**config.mk**
```make
export PLATFORM = sky130hd
export DESIGN_NAME = kv_miss_slot_allocator
export DESIGN_NICKNAME = d
export VERILOG_FILES = /design/src/hw/rtl/kvmsa_pkg.sv /design/src/hw/rtl/kv_miss_slot_allocator.sv
export SDC_FILE = /design/constraint.sdc
export NUM_CORES = 2
export LEC_CHECK = 0
export BUFFER_PORTS_ARGS = -buffer_cell sky130_fd_sc_hd__clkbuf_2
export CAP_MARGIN = 30
export CORE_ASPECT_RATIO = 0.9
export CORE_MARGIN = 10
export CORE_UTILIZATION = 30
export CTS_CLUSTER_SIZE = 25
export DETAILED_ROUTE_END_ITERATION = 12
export SLEW_MARGIN = 20
export SYNTH_ARGS = -nofsm -noshare
export SYNTH_HDL_FRONTEND = slang
export SYNTH_SLANG_ARGS = --single-unit
```
**constraint.sdc**
```tcl
create_clock -name aclk -period 13.06 [get_ports aclk]
set_clock_uncertainty 0.2 [all_clocks]
set_input_delay 0.653 -clock aclk [delete_from_list [all_inputs] [get_ports aclk]]
set_output_delay 0.653 -clock aclk [all_outputs]
set_load 0.02 [all_outputs]
```
**src/hw/rtl/kvmsa_pkg.sv**
```systemverilog
// Package for the KV miss slot allocator: beat codes, bus widths, the
// sequencer's control word type and its read-only microprogram.
// Depends on nothing; imported by kv_miss_slot_allocator.
`default_nettype none

package kvmsa_pkg;

    // Default sizes handed to the top level's parameters.
    localparam int MAX_SLOTS_DEF  = 2048;
    localparam int TILE_COUNT_DEF = 32;

    // Field widths fixed by the bus format.
    localparam int REQ_W    = 2;
    localparam int ROW_W    = 31;
    localparam int CNT_W    = 12;
    localparam int SEL_W    = 32;
    localparam int SUM_W    = 17;
    localparam int SLOT_W   = 11;
    localparam int DST_W    = 42;
    localparam int CFG_W    = 12;
    localparam int S_DATA_W = 88;
    localparam int M_DATA_W = 128;
    localparam int M_PAD_W  = M_DATA_W - (4 * SUM_W + 1 + SLOT_W + DST_W);

    localparam logic [SUM_W-1:0] SUM_MAX = '1;
    localparam logic [CFG_W-1:0] ACTIVE_SLOTS_RST = 12'd2048;

    // Request kinds carried in s_tuser.
    localparam logic [REQ_W-1:0] REQ_BEGIN = 2'd0;
    localparam logic [REQ_W-1:0] REQ_TILE  = 2'd1;
    localparam logic [REQ_W-1:0] REQ_HIT   = 2'd2;
    localparam logic [REQ_W-1:0] REQ_MISS  = 2'd3;

    // Result kinds carried in m_tuser.
    localparam logic RESP_TILE = 1'b0;
    localparam logic RESP_MISS = 1'b1;

    // Register index decoded from paddr[2].
    localparam logic REG_ACTIVE_SLOTS = 1'b0;

    // Microprogram steps.
    localparam int UPC_W = 3;
    localparam logic [UPC_W-1:0] ST_IDLE      = 3'd0;
    localparam logic [UPC_W-1:0] ST_BEGIN     = 3'd1;
    localparam logic [UPC_W-1:0] ST_TILE      = 3'd2;
    localparam logic [UPC_W-1:0] ST_HIT_RD    = 3'd3;
    localparam logic [UPC_W-1:0] ST_HIT_WR    = 3'd4;
    localparam logic [UPC_W-1:0] ST_MISS_RD   = 3'd5;
    localparam logic [UPC_W-1:0] ST_MISS_EVAL = 3'd6;

    // Datapath operations selected by a control word.
    localparam logic [2:0] UOP_IDLE      = 3'd0;
    localparam logic [2:0] UOP_BEGIN     = 3'd1;
    localparam logic [2:0] UOP_TILE      = 3'd2;
    localparam logic [2:0] UOP_HIT_RD    = 3'd3;
    localparam logic [2:0] UOP_HIT_WR    = 3'd4;
    localparam logic [2:0] UOP_MISS_RD   = 3'd5;
    localparam logic [2:0] UOP_MISS_EVAL = 3'd6;

    // Sequencing modes.
    localparam logic [1:0] BR_DISP    = 2'd0; // dispatch on an accepted beat
    localparam logic [1:0] BR_DONE    = 2'd1; // back to idle
    localparam logic [1:0] BR_NEXT_IF = 2'd2; // next step if the condition holds
    localparam logic [1:0] BR_LOOP    = 2'd3; // jump to target if the condition holds

    typedef struct packed {
        logic [2:0]       op;
        logic             out_wait;
        logic [1:0]       br;
        logic [UPC_W-1:0] target;
    } ucw_t;

    typedef struct packed {
        logic              resp_kind;
        logic [SUM_W-1:0]  hit_offset;
        logic [SUM_W-1:0]  miss_offset;
        logic              totals_valid;
        logic [SUM_W-1:0]  hit_total;
        logic [SUM_W-1:0]  miss_total;
        logic              slot_assigned;
        logic [SLOT_W-1:0] assigned_slot;
        logic [DST_W-1:0]  hot_dst_index;
    } resp_t;

    // The microprogram ROM.
    function automatic ucw_t ucode_rom(input logic [UPC_W-1:0] upc);
        ucw_t w;
        case (upc)
            ST_IDLE:      w = '{op: UOP_IDLE,      out_wait: 1'b0, br: BR_DISP,    target: ST_IDLE};
            ST_BEGIN:     w = '{op: UOP_BEGIN,     out_wait: 1'b0, br: BR_DONE,    target: ST_IDLE};
            ST_TILE:      w = '{op: UOP_TILE,      out_wait: 1'b1, br: BR_DONE,    target: ST_IDLE};
            ST_HIT_RD:    w = '{op: UOP_HIT_RD,    out_wait: 1'b0, br: BR_NEXT_IF, target: ST_IDLE};
            ST_HIT_WR:    w = '{op: UOP_HIT_WR,    out_wait: 1'b0, br: BR_DONE,    target: ST_IDLE};
            ST_MISS_RD:   w = '{op: UOP_MISS_RD,   out_wait: 1'b1, br: BR_NEXT_IF, target: ST_IDLE};
            ST_MISS_EVAL: w = '{op: UOP_MISS_EVAL, out_wait: 1'b1, br: BR_LOOP,    target: ST_MISS_RD};
            default:      w = '{op: UOP_IDLE,      out_wait: 1'b0, br: BR_DONE,    target: ST_IDLE};
        endcase
        return w;
    endfunction

    // Entry step of each request kind.
    function automatic logic [UPC_W-1:0] dispatch(input logic [REQ_W-1:0] req);
        logic [UPC_W-1:0] s;
        case (req)
            REQ_BEGIN: s = ST_BEGIN;
            REQ_TILE:  s = ST_TILE;
            REQ_HIT:   s = ST_HIT_RD;
            REQ_MISS:  s = ST_MISS_RD;
            default:   s = ST_IDLE;
        endcase
        return s;
    endfunction

endpackage

`default_nettype wire

```
**src/hw/rtl/kv_miss_slot_allocator.sv**
```systemverilog
// KV miss slot allocator. Each request starts with a begin beat that clears the
// occupancy bitmap, the hit and miss running sums, the tile counter and the free
// pointer, and sets the cache base to cache_row times the active slot count
// (active_slots limited to MAX_SLOTS, APB register at byte address 0). Tile beats
// return the exclusive prefix offsets of the hit and miss counts (saturating at
// 131071), with tlast and the totals on tile number TILE_COUNT; later tiles give
// no result. Hit beats mark their slot busy when valid and in range, and give no
// result. Miss beats take the lowest free slot at or above a forward-only pointer
// and return it with cache base plus slot; an invalid miss or one that finds no
// free slot returns slot_assigned low. The block takes one beat at a time: a
// begin or tile beat passes through its own step, a hit through a read step
// and, when it is valid and in range, a write step, and a miss through a read
// step and an evaluate step, unless it fails at once in the read step, being
// invalid or finding the pointer already at the slot count. Each further
// 32-slot bitmap word the scan has to step over sends it through the read and
// evaluate steps once more, as the bitmap memory has a registered read port.
// A finished result waits in the output register and does not block the next
// input beat; the tile and miss steps wait while that register still holds a
// result that is not being taken.
// Depends on kvmsa_pkg.
`default_nettype none

module kv_miss_slot_allocator
    import kvmsa_pkg::*;
#(
    parameter int MAX_SLOTS  = MAX_SLOTS_DEF,
    parameter int TILE_COUNT = TILE_COUNT_DEF
) (
    input  wire logic                aclk,
    input  wire logic                aresetn,
    // Input beats.
    input  wire logic                s_tvalid,
    output logic                     s_tready,
    // cache_row[30:0], tile_hit_count[42:31], tile_miss_count[54:43],
    // entry_valid[55], selected_slot[87:56]
    input  wire logic [S_DATA_W-1:0] s_tdata,
    // req_type[1:0]
    input  wire logic [REQ_W-1:0]    s_tuser,
    // Result beats.
    output logic                     m_tvalid,
    input  wire logic                m_tready,
    // hit_offset[16:0], miss_offset[33:17], hit_total[50:34], miss_total[67:51],
    // slot_assigned[68], assigned_slot[79:69], hot_dst_index[121:80], zeros above
    output logic [M_DATA_W-1:0]      m_tdata,
    // resp_kind[0]
    output logic                     m_tuser,
    // totals_valid
    output logic                     m_tlast,
    // Configuration port.
    input  wire logic                psel,
    input  wire logic                penable,
    input  wire logic                pwrite,
    input  wire logic [2:0]          paddr,
    input  wire logic [31:0]         pwdata,
    output logic [31:0]              prdata,
    output logic                     pready
);

    localparam int WORDS = (MAX_SLOTS + 31) / 32;
    localparam int WIW   = (WORDS > 1) ? $clog2(WORDS) : 1;
    localparam int PW    = $clog2(WORDS * 32 + 1);
    localparam int TCW   = $clog2(TILE_COUNT + 1);
    localparam int MW    = ROW_W + PW;

    // Sequencer and configuration state.
    logic [UPC_W-1:0]  upc_reg, upc_next;
    logic [CFG_W-1:0]  active_slots_reg, active_slots_next;

    // Fields of the beat being worked on.
    logic [ROW_W-1:0]  row_reg;
    logic [CNT_W-1:0]  hcnt_reg, mcnt_reg;
    logic              ev_reg;
    logic [SEL_W-1:0]  sel_reg;

    // Request state.
    logic [WORDS-1:0]  wv_reg, wv_next;
    logic [PW-1:0]     ptr_reg, ptr_next;
    logic [DST_W-1:0]  base_reg, base_next;
    logic [SUM_W-1:0]  hsum_reg, hsum_next;
    logic [SUM_W-1:0]  msum_reg, msum_next;
    logic [TCW-1:0]    tcnt_reg, tcnt_next;

    // Bitmap memory with a registered read.
    logic [31:0]       bitmap_mem [WORDS];
    logic [31:0]       rd_word_reg;
    logic              rd_wv_reg;
    logic              mem_re, mem_we;
    logic [WIW-1:0]    mem_raddr, mem_waddr;
    logic [31:0]       mem_wdata;

    // Output register.
    logic              out_valid_reg, out_valid_next;
    resp_t             out_reg, out_next;

    ucw_t              cw;
    logic              accept, emit_ok, stall, cond;
    logic [PW-1:0]     eff_limit;
    logic [MW-1:0]     base_prod;
    logic              hit_ok;
    logic [WIW-1:0]    hit_word, ptr_word;
    logic [31:0]       cur_word, low_mask, masked;
    logic              zfound;
    logic [4:0]        zidx;
    logic [PW-1:0]     cand;
    logic [SUM_W:0]    hsum_wide, msum_wide;
    logic              cfg_wr;

    assign cw       = ucode_rom(upc_reg);
    assign s_tready = (upc_reg == ST_IDLE);
    assign accept   = s_tvalid && s_tready;
    assign emit_ok  = !out_valid_reg || m_tready;
    assign stall    = cw.out_wait && !emit_ok;

    // Slot count in force, read as each beat is worked on.
    assign eff_limit = (32'(active_slots_reg) > 32'(MAX_SLOTS)) ?
                       PW'(MAX_SLOTS) : PW'(active_slots_reg);

    assign base_prod = MW'(row_reg) * MW'(eff_limit);

    assign hit_ok   = ev_reg && !sel_reg[SEL_W-1] && (sel_reg < 32'(eff_limit));
    assign hit_word = sel_reg[5 +: WIW];
    assign ptr_word = ptr_reg[5 +: WIW];

    // A word that was not written since the last begin reads as all free.
    assign cur_word = rd_wv_reg ? rd_word_reg : 32'd0;
    assign low_mask = (32'd1 << ptr_reg[4:0]) - 32'd1;
    assign masked   = cur_word | low_mask;

    // Lowest free slot of the word at or above the pointer.
    always_comb begin
        zfound = 1'b0;
        zidx   = 5'd0;
        for (int i = 31; i >= 0; i--) begin
            if (!masked[i]) begin
                zfound = 1'b1;
                zidx   = 5'(i);
            end
        end
    end

    assign cand = {ptr_reg[PW-1:5], zidx};

    assign hsum_wide = {1'b0, hsum_reg} + (SUM_W + 1)'(hcnt_reg);
    assign msum_wide = {1'b0, msum_reg} + (SUM_W + 1)'(mcnt_reg);

    // Datapath driven by the current control word.
    always_comb begin
        wv_next        = wv_reg;
        ptr_next       = ptr_reg;
        base_next      = base_reg;
        hsum_next      = hsum_reg;
        msum_next      = msum_reg;
        tcnt_next      = tcnt_reg;
        out_next       = out_reg;
        out_valid_next = out_valid_reg && !m_tready;
        mem_re         = 1'b0;
        mem_raddr      = ptr_word;
        mem_we         = 1'b0;
        mem_waddr      = hit_word;
        mem_wdata      = cur_word | (32'd1 << sel_reg[4:0]);
        cond           = 1'b0;

        if (!stall) begin
            case (cw.op)
                UOP_BEGIN: begin
                    wv_next   = '0;
                    ptr_next  = '0;
                    hsum_next = '0;
                    msum_next = '0;
                    tcnt_next = '0;
                    base_next = DST_W'(base_prod);
                end
                UOP_TILE: begin
                    if (tcnt_reg < TCW'(TILE_COUNT)) begin
                        hsum_next = (hsum_wide > (SUM_W + 1)'(SUM_MAX)) ?
                                    SUM_MAX : hsum_wide[SUM_W-1:0];
                        msum_next = (msum_wide > (SUM_W + 1)'(SUM_MAX)) ?
                                    SUM_MAX : msum_wide[SUM_W-1:0];
                        tcnt_next = tcnt_reg + TCW'(1);
                        out_next  = '0;
                        out_next.resp_kind   = RESP_TILE;
                        out_next.hit_offset  = hsum_reg;
                        out_next.miss_offset = msum_reg;
                        if (tcnt_next == TCW'(TILE_COUNT)) begin
                            out_next.totals_valid = 1'b1;
                            out_next.hit_total    = hsum_next;
                            out_next.miss_total   = msum_next;
                        end
                        out_valid_next = 1'b1;
                    end
                end
                UOP_HIT_RD: begin
                    cond      = hit_ok;
                    mem_re    = hit_ok;
                    mem_raddr = hit_word;
                end
                UOP_HIT_WR: begin
                    mem_we            = 1'b1;
                    wv_next[hit_word] = 1'b1;
                end
                UOP_MISS_RD: begin
                    if (!ev_reg) begin
                        out_next           = '0;
                        out_next.resp_kind = RESP_MISS;
                        out_valid_next     = 1'b1;
                    end else if (ptr_reg >= eff_limit) begin
                        // Nothing free below the slot count: park the pointer there.
                        ptr_next           = eff_limit;
                        out_next           = '0;
                        out_next.resp_kind = RESP_MISS;
                        out_valid_next     = 1'b1;
                    end else begin
                        cond   = 1'b1;
                        mem_re = 1'b1;
                    end
                end
                UOP_MISS_EVAL: begin
                    if (!zfound) begin
                        // Word full from the pointer up: step to the next word.
                        ptr_next = {ptr_reg[PW-1:5] + (PW - 5)'(1), 5'd0};
                        cond     = 1'b1;
                    end else if (cand < eff_limit) begin
                        ptr_next               = cand + PW'(1);
                        out_next               = '0;
                        out_next.resp_kind     = RESP_MISS;
                        out_next.slot_assigned = 1'b1;
                        out_next.assigned_slot = SLOT_W'(cand);
                        out_next.hot_dst_index = base_reg + DST_W'(cand);
                        out_valid_next         = 1'b1;
                    end else begin
                        ptr_next           = eff_limit;
                        out_next           = '0;
                        out_next.resp_kind = RESP_MISS;
                        out_valid_next     = 1'b1;
                    end
                end
                default: begin
                end
            endcase
        end
    end

    // Step counter with conditional jumps.
    always_comb begin
        upc_next = upc_reg;
        if (!stall) begin
            case (cw.br)
                BR_DISP:    upc_next = accept ? dispatch(s_tuser) : ST_IDLE;
                BR_DONE:    upc_next = ST_IDLE;
                BR_NEXT_IF: upc_next = cond ? upc_reg + UPC_W'(1) : ST_IDLE;
                BR_LOOP:    upc_next = cond ? cw.target : ST_IDLE;
                default:    upc_next = ST_IDLE;
            endcase
        end
    end

    // Configuration port: writes complete in the access cycle, no wait states.
    assign pready = 1'b1;
    assign cfg_wr = psel && penable && pwrite && pready;
    assign active_slots_next = (cfg_wr && (paddr[2] == REG_ACTIVE_SLOTS)) ?
                               pwdata[CFG_W-1:0] : active_slots_reg;
    assign prdata = (paddr[2] == REG_ACTIVE_SLOTS) ? 32'(active_slots_reg) : 32'd0;

    always_ff @(posedge aclk) begin
        if (!aresetn) begin
            upc_reg          <= ST_IDLE;
            active_slots_reg <= ACTIVE_SLOTS_RST;
            wv_reg           <= '0;
            ptr_reg          <= '0;
            base_reg         <= '0;
            hsum_reg         <= '0;
            msum_reg         <= '0;
            tcnt_reg         <= '0;
            out_valid_reg    <= 1'b0;
        end else begin
            upc_reg          <= upc_next;
            active_slots_reg <= active_slots_next;
            wv_reg           <= wv_next;
            ptr_reg          <= ptr_next;
            base_reg         <= base_next;
            hsum_reg         <= hsum_next;
            msum_reg         <= msum_next;
            tcnt_reg         <= tcnt_next;
            out_valid_reg    <= out_valid_next;
        end
    end

    // Payload registers.
    always_ff @(posedge aclk) begin
        out_reg <= out_next;
        if (accept) begin
            row_reg  <= s_tdata[30:0];
            hcnt_reg <= s_tdata[42:31];
            mcnt_reg <= s_tdata[54:43];
            ev_reg   <= s_tdata[55];
            sel_reg  <= s_tdata[87:56];
        end
    end

    // Bitmap memory: one write port, one registered read port.
    always_ff @(posedge aclk) begin
        if (mem_we) begin
            bitmap_mem[mem_waddr] <= mem_wdata;
        end
        if (mem_re) begin
            rd_word_reg <= bitmap_mem[mem_raddr];
            rd_wv_reg   <= wv_reg[mem_raddr];
        end
    end

    assign m_tvalid = out_valid_reg;
    assign m_tuser  = out_reg.resp_kind;
    assign m_tlast  = out_reg.totals_valid;
    assign m_tdata  = {M_PAD_W'(0), out_reg.hot_dst_index, out_reg.assigned_slot,
                       out_reg.slot_assigned, out_reg.miss_total, out_reg.hit_total,
                       out_reg.miss_offset, out_reg.hit_offset};

endmodule

`default_nettype wire
```
==> flow_metrics.env <==
export IMPL_critPathCapture="m_tdata[113]"
export IMPL_drv_slew=0
export IMPL_cts_sinks=2467
export IMPL_finalWirelength_um=303000
export IMPL_netlist_area_um2=111000
export IMPL_slew_headroom=0.314
export IMPL_clk_path_buf_depth=4
export IMPL_dp_slack_ns=5.39
export IMPL_p_leak_uw=0.0488
export IMPL_ys_seq_area_frac=0.653
export IMPL_synth_distinct_cells=103
export IMPL_largest_reg_flops=2048
export IMPL_start_kind="flop"
export IMPL_die_h_um=597
export IMPL_crit_top_cell="a21oi_1"
export IMPL_fin_crit_ns=7.80
export IMPL_cts_buffers_inserted=272
export IMPL_crit_type="flop to flop"
export IMPL_critical_path_top_delay_family="compound AO/OA/AOI/OAI gates"
export IMPL_setup_slack_ns=5.26
export IMPL_dieArea_um2=394000
export IMPL_required_ns=13.42
export IMPL_ir_drop_uv=109
export IMPL_initial_core_util=0.302
export IMPL_drive_above_1_share=0.207
export IMPL_r2r_cells=24
export IMPL_first_iter_violations=6367
export IMPL_p_per_area_nw_per_um2=136
export IMPL_path_depth=24
export IMPL_fin_total_pwr_uw=17600
export IMPL_synthArstFlopShare=0
export IMPL_cts_tree="yes"
export IMPL_htreeDepth=5
export IMPL_status="finished, final reports clean"
export IMPL_grt_usage=0.149
export IMPL_fill_cells=34500
export IMPL_ys_seq_elements=2467
export IMPL_fmax_mhz=128
export IMPL_hold_path_class="input port to flop"
export IMPL_r2r_setup_slack_ns=5.26
export IMPL_vias=61700
export IMPL_hpwl_um=180000
export IMPL_synth_edf_count=2293
export IMPL_place_gp_congestion=0.850
export IMPL_syn_avg_cell_area_um2=16.6
export IMPL_antenna_found_initial=18
export IMPL_yosys_warnings=0
export IMPL_setup_viol=0
export IMPL_tightest_slew_ns=1.00
export IMPL_area_growth_pct=16.4
export IMPL_hold_buffers=97
export IMPL_root_buffer="clkbuf_16"
export IMPL_grt_pass1_wl_um=439000
export IMPL_r2r_start="ptr_reg[0]"
export IMPL_startpoint="ptr_reg[0]"
export IMPL_grt_max_degree=137
export IMPL_synthFlopType="edfxtp_1"
export IMPL_rsz0062_at_grt="false"
export IMPL_grt_pass1_vias=63700
export IMPL_crit_chain="nor2_1 -> nand2_1 -> ha_1 -> buf_4 -> or3b_2 -> a211oi_1 -> o21ai_1 -> a21oi_1 -> a211oi_1 -> o41ai_1 -> nand2_1 -> a21o_1 -> inv_1 -> ha_1 -> a21o_1 -> a21oi_1 -> o21bai_1 -> a21oi_1 -> o21a_1 -> o21ai_0 -> o2111a_1 -> nand3_1 -> xor2_1 -> nor2_1"
export IMPL_coreArea_um2=367000
export IMPL_end_kind="flop"
export IMPL_io_buffers=247
export IMPL_drc=0
export IMPL_cp_data_arrival_time_ns=8.17
export IMPL_wl_per_cell_um=24.7
export IMPL_firstDrtPassIters=6
export IMPL_hold_violations=0
export IMPL_finalSetupTns_ns=0
export IMPL_detail_route_antenna_nets=0
export IMPL_viasPerCell=5.03
export IMPL_worstSkewPairLatency_ns=0.88
export IMPL_ys_top_cells_by_area="edfxtp_1 62%, mux4_2 11%, fa_1 5.3%, mux2i_1 4.5%, dfxtp_1 3.1%"
export IMPL_postCtsSetupBuffers=0
export IMPL_final_util=0.351
export IMPL_cp_max_fo=34
export IMPL_critical_path_max_stage_delay_ns=0.93
export IMPL_fp_dieW_um=661
export IMPL_cp_slowest_cell="dfxtp_1"
export IMPL_fin_crit_sh=0.598
export IMPL_timing_hold_ws_ns=0.0457
export IMPL_grt_ovfl_total=0
export IMPL_synth_cells=6692
export IMPL_io_pins=297
export IMPL_cts_resized=0
export IMPL_synth_top_cell_area_share=0.621
export IMPL_clkTransAtPathRegs_ns=0.06
export IMPL_row_count=211
export IMPL_cap_violations=0
export IMPL_finalNetCount=7715
export IMPL_reg2reg_to="m_tdata[113]"
export IMPL_cp_num_buf_inv=2
export IMPL_synth_area_leader_cell="edfxtp_1"
-- placed cells by master (no fill, tap or decap), types with 18 or more instances in the layout --
cell | netlist | routed
a211oi_1 | 21 | 21
fa_1 | 292 | 292
nand2_1 | 548 | 547
and3_1 | 64 | 64
conb_1 | 2 | 27
mux4_2 | 528 | 528
dfxtp_1 | 174 | 173
nand3_1 | 54 | 53
o21ai_4 | 1 | 33
o21a_1 | 25 | 25
nor3_1 | 35 | 31
xnor2_1 | 50 | 50
clkinv_2 | 0 | 44
clkbuf_1 | 187 | 46
o211ai_1 | 28 | 28
xor2_1 | 39 | 39
a31oi_1 | 18 | 18
dlygate4sd3_1 | 0 | 97
buf_4 | 49 | 154
a21oi_1 | 205 | 205
clkbuf_2 | 0 | 248
clkinv_1 | 0 | 48
or3_1 | 25 | 25
a21o_1 | 42 | 42
nor2b_1 | 48 | 37
nand2b_1 | 18 | 18
mux2i_1 | 502 | 498
ha_1 | 154 | 154
nor2_4 | 0 | 65
clkbuf_16 | 0 | 275
edfxtp_1 | 2293 | 2293
bufinv_16 | 0 | 23
o21ai_0 | 140 | 108
inv_1 | 377 | 376
and2_1 | 75 | 74
nor2_1 | 304 | 237
-- how the worst min path moves through the flow --
stage	from	end	cells after the start
floorplan	wv_reg[13]	wv_reg[13]	2
global placement	wv_reg[8]	wv_reg[8]	2
detailed placement	base_reg[9]	base_reg[9]	2
CTS	s_tdata[62]	sel_reg[6]	1
global route	s_tdata[62]	sel_reg[6]	1
finish	s_tdata[62]	sel_reg[6]	1
-- final cells by class --
cell class	instances	area, µm²	share of cell area
Sequential cell	2467	72300	0.561
Multi-Input combinational cell	3486	36400	0.282
Clock buffer	329	7160	0.0555
Tap cell	4899	6130	0.0475
Timing Repair Buffer	531	4000	0.0310
Clock inverter	145	1490	0.0115
Inverter	379	1420	0.0110
Antenna cell	12	30.0	0.000233
-- metrics by stage --
step / cells / area [µm²]
3_3_place_gp: 11600 / 119000
5_1_grt: 12200 / 129000
2_1_floorplan: 6717 / 111000
3_5_place_dp: 11700 / 119000
4_1_cts: 12200 / 129000
6_report: 12200 / 129000
-- logic make-up after synthesis --
group,after synthesis,synth area share
xor gates and xnor gates,89,0.00703
muxes,1033,0.153
buffers and inverters,764,0.0287
adders and majority gates,446,0.0701
AOI/OAI and AO/OA,614,0.0351
DFF,2467,0.653
other,2,0.0000677
and+or+nand+nor,1277,0.0535
-- synth_stat cells (21+ instances only) --
cell type	count
a211oi_1	21
a21o_1	42
a21oi_1	205
and2_1	75
and3_1	64
buf_1	62
buf_2	83
buf_4	49
clkbuf_1	187
dfxtp_1	174
edfxtp_1	2293
fa_1	292
ha_1	154
inv_1	377
mux2i_1	502
mux4_2	528
nand2_1	548
nand3_1	54
nor2_1	304
nor2b_1	48
nor3_1	35
o211ai_1	28
o21a_1	25
o21ai_0	140
or3_1	25
xnor2_1	50
xor2_1	39
-- power breakdown --
| group | total [µW] | internal [µW] | switching (µW) |
|---|---|---|---|
| sequential | 8720 | 8640 | 83.6 |
| combinational | 1330 | 522 | 812 |
| clock | 7510 | 4380 | 3130 |
-- metal layers --
metal  GRT usage  vias to the layer above  part of all wire  wire length, µm
met5           0                        -          0.000089               27
li1            -                    26300                 -                -
met2       0.239                     2540              0.47           141000
met4      0.0546                        4             0.040            12000
met1       0.201                    32300              0.42           126000
met3      0.0293                      500             0.080            24200
(Power assumes the default switching activity.)
